File: src/rtl/atalba_pkg.sv
// types, codes and constants of the ata chs/lba sector addresser
// no dependencies; imported by every module of the block
package atalba_pkg;

    localparam int SEC_W      = 8;
    localparam int CYL_W      = 16;
    localparam int HEAD_W     = 4;
    localparam int COUNT_W    = 8;
    localparam int ADDR_W     = 28;
    localparam int POS_W      = 32;
    localparam int CFG_DATA_W = 28;
    localparam int GHEADS_W   = 5;
    localparam int ACYL_W     = 28;
    localparam int DIV_W      = 13;
    localparam int PROD_W     = 22;
    localparam int MUL2_W     = 30;

    localparam int DIV_STEPS  = ADDR_W;
    localparam int STEP_W     = $clog2(DIV_STEPS);

    localparam int QUEUE_DEPTH = 2;
    localparam int QPTR_W      = $clog2(QUEUE_DEPTH);
    localparam int QCNT_W      = $clog2(QUEUE_DEPTH + 1);

    localparam int MAX_HEAD = 15;

    localparam logic [ACYL_W-1:0]   RST_CYLINDERS = ACYL_W'(1024);
    localparam logic [GHEADS_W-1:0] RST_HEADS     = GHEADS_W'(16);
    localparam logic [SEC_W-1:0]    RST_SECTORS   = SEC_W'(63);
    localparam logic [ADDR_W-1:0]   RST_CAPACITY  = ADDR_W'(1032192);

    typedef enum logic [1:0] {
        CMD_SEEK    = 2'd0,
        CMD_ADVANCE = 2'd1,
        CMD_INIT    = 2'd2,
        CMD_RECAL   = 2'd3
    } cmd_t;

    typedef enum logic [1:0] {
        STATUS_OK    = 2'd0,
        STATUS_RANGE = 2'd1,
        STATUS_GEOM  = 2'd2
    } status_t;

    typedef enum logic [1:0] {
        REG_CYLINDERS = 2'd0,
        REG_HEADS     = 2'd1,
        REG_SECTORS   = 2'd2,
        REG_CAPACITY  = 2'd3
    } reg_idx_t;

    typedef enum logic [2:0] {
        OP_SEEK_LBA,
        OP_SEEK_CHS,
        OP_ADV_LBA,
        OP_ADV_CHS,
        OP_INIT,
        OP_RECAL
    } op_t;

    typedef enum logic [1:0] {
        ST_IDLE,
        ST_EXEC,
        ST_MUL,
        ST_DIV
    } state_t;

    typedef struct packed {
        op_t                op;
        logic               lba;
        logic [SEC_W-1:0]   sec;
        logic [CYL_W-1:0]   cyl;
        logic [HEAD_W-1:0]  head;
        logic [COUNT_W-1:0] count;
    } item_t;

    typedef struct packed {
        logic  valid;
        item_t item;
    } q_out_t;

    typedef struct packed {
        logic                  we;
        reg_idx_t              index;
        logic [CFG_DATA_W-1:0] data;
    } cfg_wr_t;

endpackage

File: src/rtl/ata_chs_lba_sector_addresser_core.sv
// ata sector addressing unit: chs/lba seek check, sector advance,
// recalibrate and initialize device parameters, one result per request.
// input channel in_valid/in_ready carries cmd and the task-file address;
// output channel out_valid/out_ready carries position, status and next address.
// configuration: cfg_we with cfg_index 0..3 (cylinders, heads, sectors,
// capacity) writes at once; geometry writes also load the active geometry.
// a request enters a two-deep queue the cycle it is accepted; the executor
// pops it when idle with the output free, and registers the result:
//   recalibrate, advance, lba seek, failed chs seek: from the execute state
//   chs seek: after two registered multiplies
//   init parameters: 28-step serial divider on capacity; a zero count fails at once
// requests are executed one at a time; the next is popped only after the
// result of the last one is registered.
// reset empties the queue and loads geometry 1024/16/63, capacity 1032192.
// a stalled result holds in the output register; the queue keeps taking
// requests until full, then in_ready drops.
// depends on atalba_pkg, atalba_front, atalba_fifo and atalba_back
module ata_chs_lba_sector_addresser_core
    import atalba_pkg::*;
#(
    parameter int LBA_BITS = 28
)
(
    input  logic                  clk,
    input  logic                  rst_n,
    input  logic                  in_valid,
    output logic                  in_ready,
    input  logic [1:0]            cmd,
    input  logic [SEC_W-1:0]      sector_reg,
    input  logic [CYL_W-1:0]      cyl_reg,
    input  logic [HEAD_W-1:0]     head_reg,
    input  logic                  lba_mode,
    input  logic [COUNT_W-1:0]    sector_count_reg,
    output logic                  out_valid,
    input  logic                  out_ready,
    output logic [POS_W-1:0]      position,
    output logic [1:0]            status_code,
    output logic [SEC_W-1:0]      next_sector_reg,
    output logic [CYL_W-1:0]      next_cyl_reg,
    output logic [HEAD_W-1:0]     next_head_reg,
    input  logic                  cfg_we,
    input  logic [1:0]            cfg_index,
    input  logic [CFG_DATA_W-1:0] cfg_data
);

    logic    q_full;
    logic    push;
    item_t   push_item;
    logic    pop;
    q_out_t  q_out;
    cfg_wr_t cfg;
    status_t status_q;

    assign cfg.we    = cfg_we;
    assign cfg.index = reg_idx_t'(cfg_index);
    assign cfg.data  = cfg_data;

    atalba_front u_front (
        .in_valid         (in_valid),
        .in_ready         (in_ready),
        .cmd              (cmd),
        .sector_reg       (sector_reg),
        .cyl_reg          (cyl_reg),
        .head_reg         (head_reg),
        .lba_mode         (lba_mode),
        .sector_count_reg (sector_count_reg),
        .q_full           (q_full),
        .push             (push),
        .push_item        (push_item)
    );

    atalba_fifo u_fifo (
        .clk       (clk),
        .rst_n     (rst_n),
        .push      (push),
        .push_item (push_item),
        .full      (q_full),
        .pop       (pop),
        .q_out     (q_out)
    );

    atalba_back #(
        .LBA_BITS (LBA_BITS)
    ) u_back (
        .clk             (clk),
        .rst_n           (rst_n),
        .cfg             (cfg),
        .q_out           (q_out),
        .pop             (pop),
        .out_valid       (out_valid),
        .out_ready       (out_ready),
        .position        (position),
        .status_code     (status_q),
        .next_sector_reg (next_sector_reg),
        .next_cyl_reg    (next_cyl_reg),
        .next_head_reg   (next_head_reg)
    );

    assign status_code = status_q;

endmodule

File: src/rtl/atalba_fifo.sv
// short request queue between the front decoder and the back executor
// depends on atalba_pkg for the item type and the queue depth
module atalba_fifo
    import atalba_pkg::*;
(
    input  logic   clk,
    input  logic   rst_n,
    input  logic   push,
    input  item_t  push_item,
    output logic   full,
    input  logic   pop,
    output q_out_t q_out
);

    item_t             mem_reg [QUEUE_DEPTH];
    logic [QPTR_W-1:0] wr_ptr_reg, wr_ptr_next;
    logic [QPTR_W-1:0] rd_ptr_reg, rd_ptr_next;
    logic [QCNT_W-1:0] cnt_reg, cnt_next;
    logic              do_push, do_pop;

    assign full    = (cnt_reg == QCNT_W'(QUEUE_DEPTH));
    assign do_push = push && !full;
    assign do_pop  = pop && (cnt_reg != '0);

    assign q_out.valid = (cnt_reg != '0);
    assign q_out.item  = mem_reg[rd_ptr_reg];

    always_comb
    begin
        wr_ptr_next = wr_ptr_reg;
        rd_ptr_next = rd_ptr_reg;
        cnt_next    = cnt_reg;
        if (do_push)
        begin
            wr_ptr_next = (wr_ptr_reg == QPTR_W'(QUEUE_DEPTH - 1)) ? '0
                        : QPTR_W'(wr_ptr_reg + 1'b1);
        end
        if (do_pop)
        begin
            rd_ptr_next = (rd_ptr_reg == QPTR_W'(QUEUE_DEPTH - 1)) ? '0
                        : QPTR_W'(rd_ptr_reg + 1'b1);
        end
        if (do_push && !do_pop)
        begin
            cnt_next = QCNT_W'(cnt_reg + 1'b1);
        end
        else if (do_pop && !do_push)
        begin
            cnt_next = QCNT_W'(cnt_reg - 1'b1);
        end
    end

    always_ff @(posedge clk or negedge rst_n)
    begin
        if (!rst_n)
        begin
            wr_ptr_reg <= '0;
            rd_ptr_reg <= '0;
            cnt_reg    <= '0;
        end
        else
        begin
            wr_ptr_reg <= wr_ptr_next;
            rd_ptr_reg <= rd_ptr_next;
            cnt_reg    <= cnt_next;
        end
    end

    always_ff @(posedge clk)
    begin
        if (do_push)
        begin
            mem_reg[wr_ptr_reg] <= push_item;
        end
    end

endmodule

File: src/rtl/atalba_front.sv
// front end: takes requests and sorts each into an operation for the back end
// depends on atalba_pkg for command codes and the queued item type
module atalba_front
    import atalba_pkg::*;
(
    input  logic               in_valid,
    output logic               in_ready,
    input  logic [1:0]         cmd,
    input  logic [SEC_W-1:0]   sector_reg,
    input  logic [CYL_W-1:0]   cyl_reg,
    input  logic [HEAD_W-1:0]  head_reg,
    input  logic               lba_mode,
    input  logic [COUNT_W-1:0] sector_count_reg,
    input  logic               q_full,
    output logic               push,
    output item_t              push_item
);

    op_t op;

    assign in_ready = !q_full;
    assign push     = in_valid && !q_full;

    always_comb
    begin
        case (cmd_t'(cmd))
            CMD_SEEK:    op = lba_mode ? OP_SEEK_LBA : OP_SEEK_CHS;
            CMD_ADVANCE: op = lba_mode ? OP_ADV_LBA : OP_ADV_CHS;
            CMD_INIT:    op = OP_INIT;
            CMD_RECAL:   op = OP_RECAL;
            default:     op = OP_RECAL;
        endcase
    end

    always_comb
    begin
        push_item.op    = op;
        push_item.lba   = lba_mode;
        push_item.sec   = sector_reg;
        push_item.cyl   = cyl_reg;
        push_item.head  = head_reg;
        push_item.count = sector_count_reg;
    end

endmodule

File: src/rtl/atalba_back.sv
// back end: executes queued operations against the active geometry
// depends on atalba_pkg; holds geometry, capacity, the divider and the result register
module atalba_back
    import atalba_pkg::*;
#(
    parameter int LBA_BITS = 28
)
(
    input  logic               clk,
    input  logic               rst_n,
    input  cfg_wr_t            cfg,
    input  q_out_t             q_out,
    output logic               pop,
    output logic               out_valid,
    input  logic               out_ready,
    output logic [POS_W-1:0]   position,
    output status_t            status_code,
    output logic [SEC_W-1:0]   next_sector_reg,
    output logic [CYL_W-1:0]   next_cyl_reg,
    output logic [HEAD_W-1:0]  next_head_reg
);

    localparam logic [ADDR_W-1:0] LBA_MASK = ADDR_W'((64'd1 << LBA_BITS) - 64'd1);

    state_t                state_reg, state_next;
    item_t                 item_reg, item_next;
    logic [PROD_W-1:0]     prod_reg, prod_next;
    logic [DIV_W-1:0]      div_reg, div_next;
    logic [ADDR_W-1:0]     quo_reg, quo_next;
    logic [DIV_W-1:0]      rem_reg, rem_next;
    logic [STEP_W-1:0]     step_reg, step_next;
    logic [ACYL_W-1:0]     acyl_reg, acyl_next;
    logic [GHEADS_W-1:0]   aheads_reg, aheads_next;
    logic [SEC_W-1:0]      asec_reg, asec_next;
    logic [ADDR_W-1:0]     cap_reg, cap_next;
    logic                  out_valid_reg, out_valid_next;
    logic [POS_W-1:0]      pos_reg, pos_next;
    status_t               status_reg, status_next;
    logic [SEC_W-1:0]      nsec_reg, nsec_next;
    logic [CYL_W-1:0]      ncyl_reg, ncyl_next;
    logic [HEAD_W-1:0]     nhead_reg, nhead_next;

    logic                  out_free;
    logic [ADDR_W-1:0]     addr, addr_masked, addr_inc;
    logic                  chs_fail;
    logic [GHEADS_W-1:0]   head_inc;
    logic                  head_carry;
    logic [PROD_W-1:0]     prod_chs;
    logic [MUL2_W-1:0]     mul2;
    logic [POS_W-1:0]      pos_chs;
    logic [DIV_W-1:0]      div_init;
    logic [DIV_W:0]        trial;
    logic                  trial_ge;
    logic [DIV_W-1:0]      rem_step;
    logic [ADDR_W-1:0]     quo_step;

    assign out_free = !out_valid_reg || out_ready;

    // address arithmetic on the held request
    assign addr        = {item_reg.head, item_reg.cyl, item_reg.sec};
    assign addr_masked = addr & LBA_MASK;
    assign addr_inc    = (addr & ~LBA_MASK) | (ADDR_W'(addr + 1'b1) & LBA_MASK);

    assign chs_fail = (ACYL_W'(item_reg.cyl) >= acyl_reg)
                   || (GHEADS_W'(item_reg.head) >= aheads_reg)
                   || (item_reg.sec > asec_reg)
                   || (item_reg.sec == '0);

    assign head_inc   = GHEADS_W'(GHEADS_W'(item_reg.head) + 1'b1);
    assign head_carry = !((head_inc < aheads_reg) && (head_inc <= GHEADS_W'(MAX_HEAD)));

    // cyl * heads + head, registered before the multiply by sectors
    assign prod_chs = PROD_W'(PROD_W'(PROD_W'(item_reg.cyl) * PROD_W'(aheads_reg))
                    + PROD_W'(item_reg.head));
    assign mul2     = MUL2_W'(prod_reg) * MUL2_W'(asec_reg);
    assign pos_chs  = POS_W'(POS_W'(mul2) + POS_W'(item_reg.sec) - POS_W'(1));

    // capacity / count / heads taken as one division by count * heads
    assign div_init = DIV_W'(DIV_W'(item_reg.count) * DIV_W'(head_inc));

    // restoring divider, one quotient bit a cycle
    assign trial    = {rem_reg, quo_reg[ADDR_W-1]};
    assign trial_ge = (trial >= {1'b0, div_reg});
    assign rem_step = trial_ge ? DIV_W'(trial - {1'b0, div_reg}) : DIV_W'(trial);
    assign quo_step = {quo_reg[ADDR_W-2:0], trial_ge};

    always_comb
    begin
        state_next = state_reg;
        case (state_reg)
            ST_IDLE:
            begin
                if (q_out.valid && out_free)
                begin
                    state_next = ST_EXEC;
                end
            end
            ST_EXEC:
            begin
                case (item_reg.op)
                    OP_SEEK_CHS: state_next = chs_fail ? ST_IDLE : ST_MUL;
                    OP_INIT:     state_next = (item_reg.count == '0) ? ST_IDLE : ST_DIV;
                    default:     state_next = ST_IDLE;
                endcase
            end
            ST_MUL:
            begin
                state_next = ST_IDLE;
            end
            ST_DIV:
            begin
                if (step_reg == '0)
                begin
                    state_next = ST_IDLE;
                end
            end
            default:
            begin
                state_next = ST_IDLE;
            end
        endcase
    end

    always_comb
    begin
        pop            = 1'b0;
        item_next      = item_reg;
        prod_next      = prod_reg;
        div_next       = div_reg;
        quo_next       = quo_reg;
        rem_next       = rem_reg;
        step_next      = step_reg;
        acyl_next      = acyl_reg;
        aheads_next    = aheads_reg;
        asec_next      = asec_reg;
        cap_next       = cap_reg;
        out_valid_next = out_valid_reg;
        pos_next       = pos_reg;
        status_next    = status_reg;
        nsec_next      = nsec_reg;
        ncyl_next      = ncyl_reg;
        nhead_next     = nhead_reg;

        if (out_valid_reg && out_ready)
        begin
            out_valid_next = 1'b0;
        end

        case (state_reg)
            ST_IDLE:
            begin
                if (q_out.valid && out_free)
                begin
                    pop       = 1'b1;
                    item_next = q_out.item;
                end
            end
            ST_EXEC:
            begin
                // most operations finish here with the address passed through
                pos_next    = '0;
                status_next = STATUS_OK;
                nsec_next   = item_reg.sec;
                ncyl_next   = item_reg.cyl;
                nhead_next  = item_reg.head;
                case (item_reg.op)
                    OP_SEEK_LBA:
                    begin
                        out_valid_next = 1'b1;
                        if (addr_masked >= cap_reg)
                        begin
                            status_next = STATUS_RANGE;
                        end
                        else
                        begin
                            pos_next = POS_W'(addr_masked);
                        end
                    end
                    OP_SEEK_CHS:
                    begin
                        prod_next = prod_chs;
                        if (chs_fail)
                        begin
                            out_valid_next = 1'b1;
                            status_next    = STATUS_RANGE;
                        end
                    end
                    OP_ADV_LBA:
                    begin
                        out_valid_next = 1'b1;
                        nsec_next      = addr_inc[SEC_W-1:0];
                        ncyl_next      = addr_inc[SEC_W +: CYL_W];
                        nhead_next     = addr_inc[ADDR_W-1 -: HEAD_W];
                    end
                    OP_ADV_CHS:
                    begin
                        out_valid_next = 1'b1;
                        if (item_reg.sec < asec_reg)
                        begin
                            nsec_next = SEC_W'(item_reg.sec + 1'b1);
                        end
                        else
                        begin
                            nsec_next = SEC_W'(1);
                            if (head_carry)
                            begin
                                nhead_next = '0;
                                ncyl_next  = CYL_W'(item_reg.cyl + 1'b1);
                            end
                            else
                            begin
                                nhead_next = head_inc[HEAD_W-1:0];
                            end
                        end
                    end
                    OP_INIT:
                    begin
                        aheads_next = head_inc;
                        asec_next   = item_reg.count;
                        div_next    = div_init;
                        quo_next    = cap_reg;
                        rem_next    = '0;
                        step_next   = STEP_W'(DIV_STEPS - 1);
                        if (item_reg.count == '0)
                        begin
                            out_valid_next = 1'b1;
                            status_next    = STATUS_GEOM;
                        end
                    end
                    OP_RECAL:
                    begin
                        out_valid_next = 1'b1;
                        nsec_next      = item_reg.lba ? SEC_W'(0) : SEC_W'(1);
                        ncyl_next      = '0;
                        nhead_next     = '0;
                    end
                    default:
                    begin
                        out_valid_next = 1'b1;
                    end
                endcase
            end
            ST_MUL:
            begin
                out_valid_next = 1'b1;
                pos_next       = pos_chs;
                status_next    = STATUS_OK;
                nsec_next      = item_reg.sec;
                ncyl_next      = item_reg.cyl;
                nhead_next     = item_reg.head;
            end
            ST_DIV:
            begin
                rem_next  = rem_step;
                quo_next  = quo_step;
                step_next = STEP_W'(step_reg - 1'b1);
                if (step_reg == '0)
                begin
                    acyl_next      = quo_step;
                    out_valid_next = 1'b1;
                    pos_next       = '0;
                    status_next    = STATUS_OK;
                    nsec_next      = item_reg.sec;
                    ncyl_next      = item_reg.cyl;
                    nhead_next     = item_reg.head;
                end
            end
            default:
            begin
                pop = 1'b0;
            end
        endcase

        // geometry writes also load the active geometry
        if (cfg.we)
        begin
            case (cfg.index)
                REG_CYLINDERS: acyl_next   = ACYL_W'(cfg.data[CYL_W-1:0]);
                REG_HEADS:     aheads_next = cfg.data[GHEADS_W-1:0];
                REG_SECTORS:   asec_next   = cfg.data[SEC_W-1:0];
                REG_CAPACITY:  cap_next    = cfg.data[ADDR_W-1:0];
                default:       cap_next    = cap_reg;
            endcase
        end
    end

    always_ff @(posedge clk or negedge rst_n)
    begin
        if (!rst_n)
        begin
            state_reg     <= ST_IDLE;
            out_valid_reg <= 1'b0;
            acyl_reg      <= RST_CYLINDERS;
            aheads_reg    <= RST_HEADS;
            asec_reg      <= RST_SECTORS;
            cap_reg       <= RST_CAPACITY;
        end
        else
        begin
            state_reg     <= state_next;
            out_valid_reg <= out_valid_next;
            acyl_reg      <= acyl_next;
            aheads_reg    <= aheads_next;
            asec_reg      <= asec_next;
            cap_reg       <= cap_next;
        end
    end

    always_ff @(posedge clk)
    begin
        item_reg   <= item_next;
        prod_reg   <= prod_next;
        div_reg    <= div_next;
        quo_reg    <= quo_next;
        rem_reg    <= rem_next;
        step_reg   <= step_next;
        pos_reg    <= pos_next;
        status_reg <= status_next;
        nsec_reg   <= nsec_next;
        ncyl_reg   <= ncyl_next;
        nhead_reg  <= nhead_next;
    end

    assign out_valid       = out_valid_reg;
    assign position        = pos_reg;
    assign status_code     = status_reg;
    assign next_sector_reg = nsec_reg;
    assign next_cyl_reg    = ncyl_reg;
    assign next_head_reg   = nhead_reg;

endmodule

File: config.mk
export PLATFORM = sky130hd
export DESIGN_NAME = ata_chs_lba_sector_addresser_core
export DESIGN_NICKNAME = d
export VERILOG_FILES = /design/src/rtl/atalba_pkg.sv /design/src/rtl/ata_chs_lba_sector_addresser_core.sv /design/src/rtl/atalba_fifo.sv /design/src/rtl/atalba_front.sv /design/src/rtl/atalba_back.sv
export SDC_FILE = /design/constraint.sdc
export NUM_CORES = 1
export LEC_CHECK = 0
export BUFFER_PORTS_ARGS = -buffer_cell sky130_fd_sc_hd__buf_2
export CAP_MARGIN = 10
export CORE_ASPECT_RATIO = 0.7
export CORE_MARGIN = 4
export CORE_UTILIZATION = 39
export DETAILED_ROUTE_END_ITERATION = 8
export HOLD_SLACK_MARGIN = 0.15
export PLACE_DENSITY = 0.65
export SLEW_MARGIN = 25
export SYNTH_ARGS = -nofsm -noshare
export SYNTH_HDL_FRONTEND = slang
export SYNTH_SLANG_ARGS = --single-unit
File: constraint.sdc
create_clock -name clk -period 12.2 [get_ports clk]
set_clock_uncertainty 0.1 [all_clocks]
set_input_delay 1.83 -clock clk [delete_from_list [all_inputs] [get_ports clk]]
set_output_delay 1.83 -clock clk [all_outputs]
set_load 0.03 [all_outputs]
==> results.ini <==
[outcome]
status = finished, final reports clean

[floorplanning]
ios = 138
die_x_um = 321
core-area_sq_um = 67100
initial_core_util_pct = 39.7
die-area_sq_um = 72700
dieHeight_um = 227
fp-row-count = 79

[synth]
synth_fp_nets = 3080
synth_top_area_share_pct = 29.6
ys.flop_type = edfxtp_1
synthTopCellsByArea = edfxtp_1 30%, fa_1 14%, ha_1 10%
synth-async-reset-ratio_pct = 22.4
synthMuxAreaShare_pct = 4.13
synth_compound_area_share_pct = 10.0
synth_fa_ha_area_share_pct = 24.6
yosysTopAreaCell = edfxtp_1
ys_seq_elements = 339
seq_area_frac_synth_pct = 36.8
syn-instance-count = 2598
yosys.area_share.simple_pct = 15.2
ys_types = 86
synth_xor_area_share_pct = 2.99
avgSynthCellArea_sq_um = 10.3
synth_top_family_by_area = adder cells
yosys_warnings = 0
syn_area_sq_um = 26700
synth_edf_count = 263

[timing]
fmax_mhz = 146
relSlewSlack_pct = 32.4
period_minus_slack_ns = 6.86
hold_viol = 0
rsz0062_at_grt = no
post-route-period-util_pct = 56.2
timing.setup.tns_ns = 0
tightest_slew_ns = 1.01
setup_viol = 0
slew_violations = 0

[flow_run]
drv_cap = 0

[clock_network]
clk_path_buf_depth = 3
cts_setup_buffers = 0
ctsHoldBuffers = 0
tritoncts = yes
htreeDepth = 2
clk_pin_slew_ns = 0.06
post_cts_resized = 0
root_buffer = clkbuf_16
numCtsBuffers = 37
insertion_delay_ns = 0.56
clkSinkCount = 339

[final_layout]
layout_commonest_cell = inv_1
syn2layout_area_growth_pct = 11.5
drive_above_1_share_pct = 13.3
final_cell_mix = 346 x inv_1, 278 x nand2_1, 263 x edfxtp_1
fin_util_pct = 44.3
final_nets = 3195
largest_reg_flops = 80
fillers = 6257
fin_cells = 3633
stdcell_area_sq_um = 29700
antennaDiodeCount = 0

[setup_path]
worstSetupPathType = reg2reg
path_max_fanout = 9
cp_data_required_time_ns = 12.39
worst_ep_arrival_time_ns = 7.04
setup.worst_path.end_class = flop
start_kind = flop
r2r_setup_slack_ns = 5.34

[route]
final_antenna_net_count = 0
drt-pass1-iter-count = 5
post_drt_wl_per_cell_um = 20.6
met2RoutedLength_mm = 30.8
routed-wl-met3_mm = 6.78
vias = 19500
routed_via_density = 5.38
drtIter0Drc = 1551
m1WireLength_mm = 34.8
drc_errors = 0
routed.top_layer = met4
totalWireLength_mm = 74.8

[hold_path]
hold_path_class = reg2reg

[placed_design]
dp.cells = 3565
dpl_cell_area_sq_um = 28400
dp_hpwl_mm = 56.8
gp_congestion = 0.900
portBuffers = 137

[grt]
grt_max_degree = 77
grt.total_usage_pct = 20.5
grt_pass1_vias = 19600
grt.overflow.total = 0
grt_pass1_wl_mm = 115
grt_antenna_before_repair = 1

==> worst paths after layout <==
check,startpoint,endpoint,depth (start not counted)
worst max register to register,u_back.addr[7],u_back.position[29],19
max in group asynchronous,rst_n,u_back.state_reg[0],1
worst max-delay path,u_back.addr[7],u_back.position[29],19
min in group asynchronous,rst_n,u_back.acyl_reg[27],1
worst min-delay path,u_fifo.cnt_reg[1],u_fifo.cnt_reg[1],1
worst min register to register,u_fifo.cnt_reg[1],u_fifo.cnt_reg[1],1
==> cells by family after synthesis <==
logic type,count (synthesis)
AO/OA/AOI/OAI,418
multiplexers,101
flip-flops,339
buffers and inverters,446
adder cells (fa/ha/maj),408
AND/OR/NAND/NOR,795
XOR/XNOR,91
==> area by class of cell <==
type	instances	area, sq um	share of cell area (%)
multi-input combinational	1813	15200	51.2
clock inverter	22	288	0.968
timing repair buffer	175	990	3.33
clock buffer	46	1010	3.40
tap	891	1110	3.75
inverter	347	1300	4.38
sequential	339	9820	33.0
==> Yosys cell counts (all sizes together), types with 4 or more instances <==
cell    instances
ha            215
edfxtp        263
nor2          113
clkbuf         90
a31oi          10
a21boi          4
dfstp          14
o211ai         10
and3           22
nor4           18
nand2         279
mux2           72
nor3           32
and2          184
o21bai          9
or2             4
nor2b          32
xnor2          66
o31ai          10
nand4          23
or3             6
o41ai           5
a21oi         116
mux2i          29
buf             9
a21o           37
nand3b          8
a211oi         19
inv           347
nand2b         23
o21a           14
o21ai         140
dfrtp          62
nand3          34
xor2           25
fa            193
==> worst max-delay path: stages (launching register included) <==
cell,delay [ns]
edfxtp_1,0.82
inv_1,0.34
fa_1,0.61
inv_1,0.05
fa_1,0.46
fa_1,0.50
inv_1,0.06
fa_1,0.53
inv_1,0.04
ha_1,0.41
a21o_1,0.24
a221oi_4,0.45
o211ai_2,0.15
a311oi_1,0.31
a2bb2oi_1,0.49
nand4_2,0.25
nor4_4,0.36
nand4_1,0.17
xnor2_1,0.18
nor2_1,0.06
==> per-layer routing <==
metal / track usage (%) / vias up
met5: 0 / -
met3: 4.59 / 115
met2: 29.4 / 783
met1: 30.7 / 9613
li1: - / 9030
met4: 6.28 / 0
==> through the flow <==
stage / worst slack (ns) / hold WS [ns]
finish: 5.34 / 0.407
global placement: 5.57 / 0.377
global route: 5.03 / 0.429
floorplan: 6.18 / 0.359
CTS: 5.47 / 0.402
detailed placement: 5.43 / 0.389
Power is left out: the tool's default activity adds up to more than one toggle a clock period on the data nets, which glitch-free logic cannot reach.
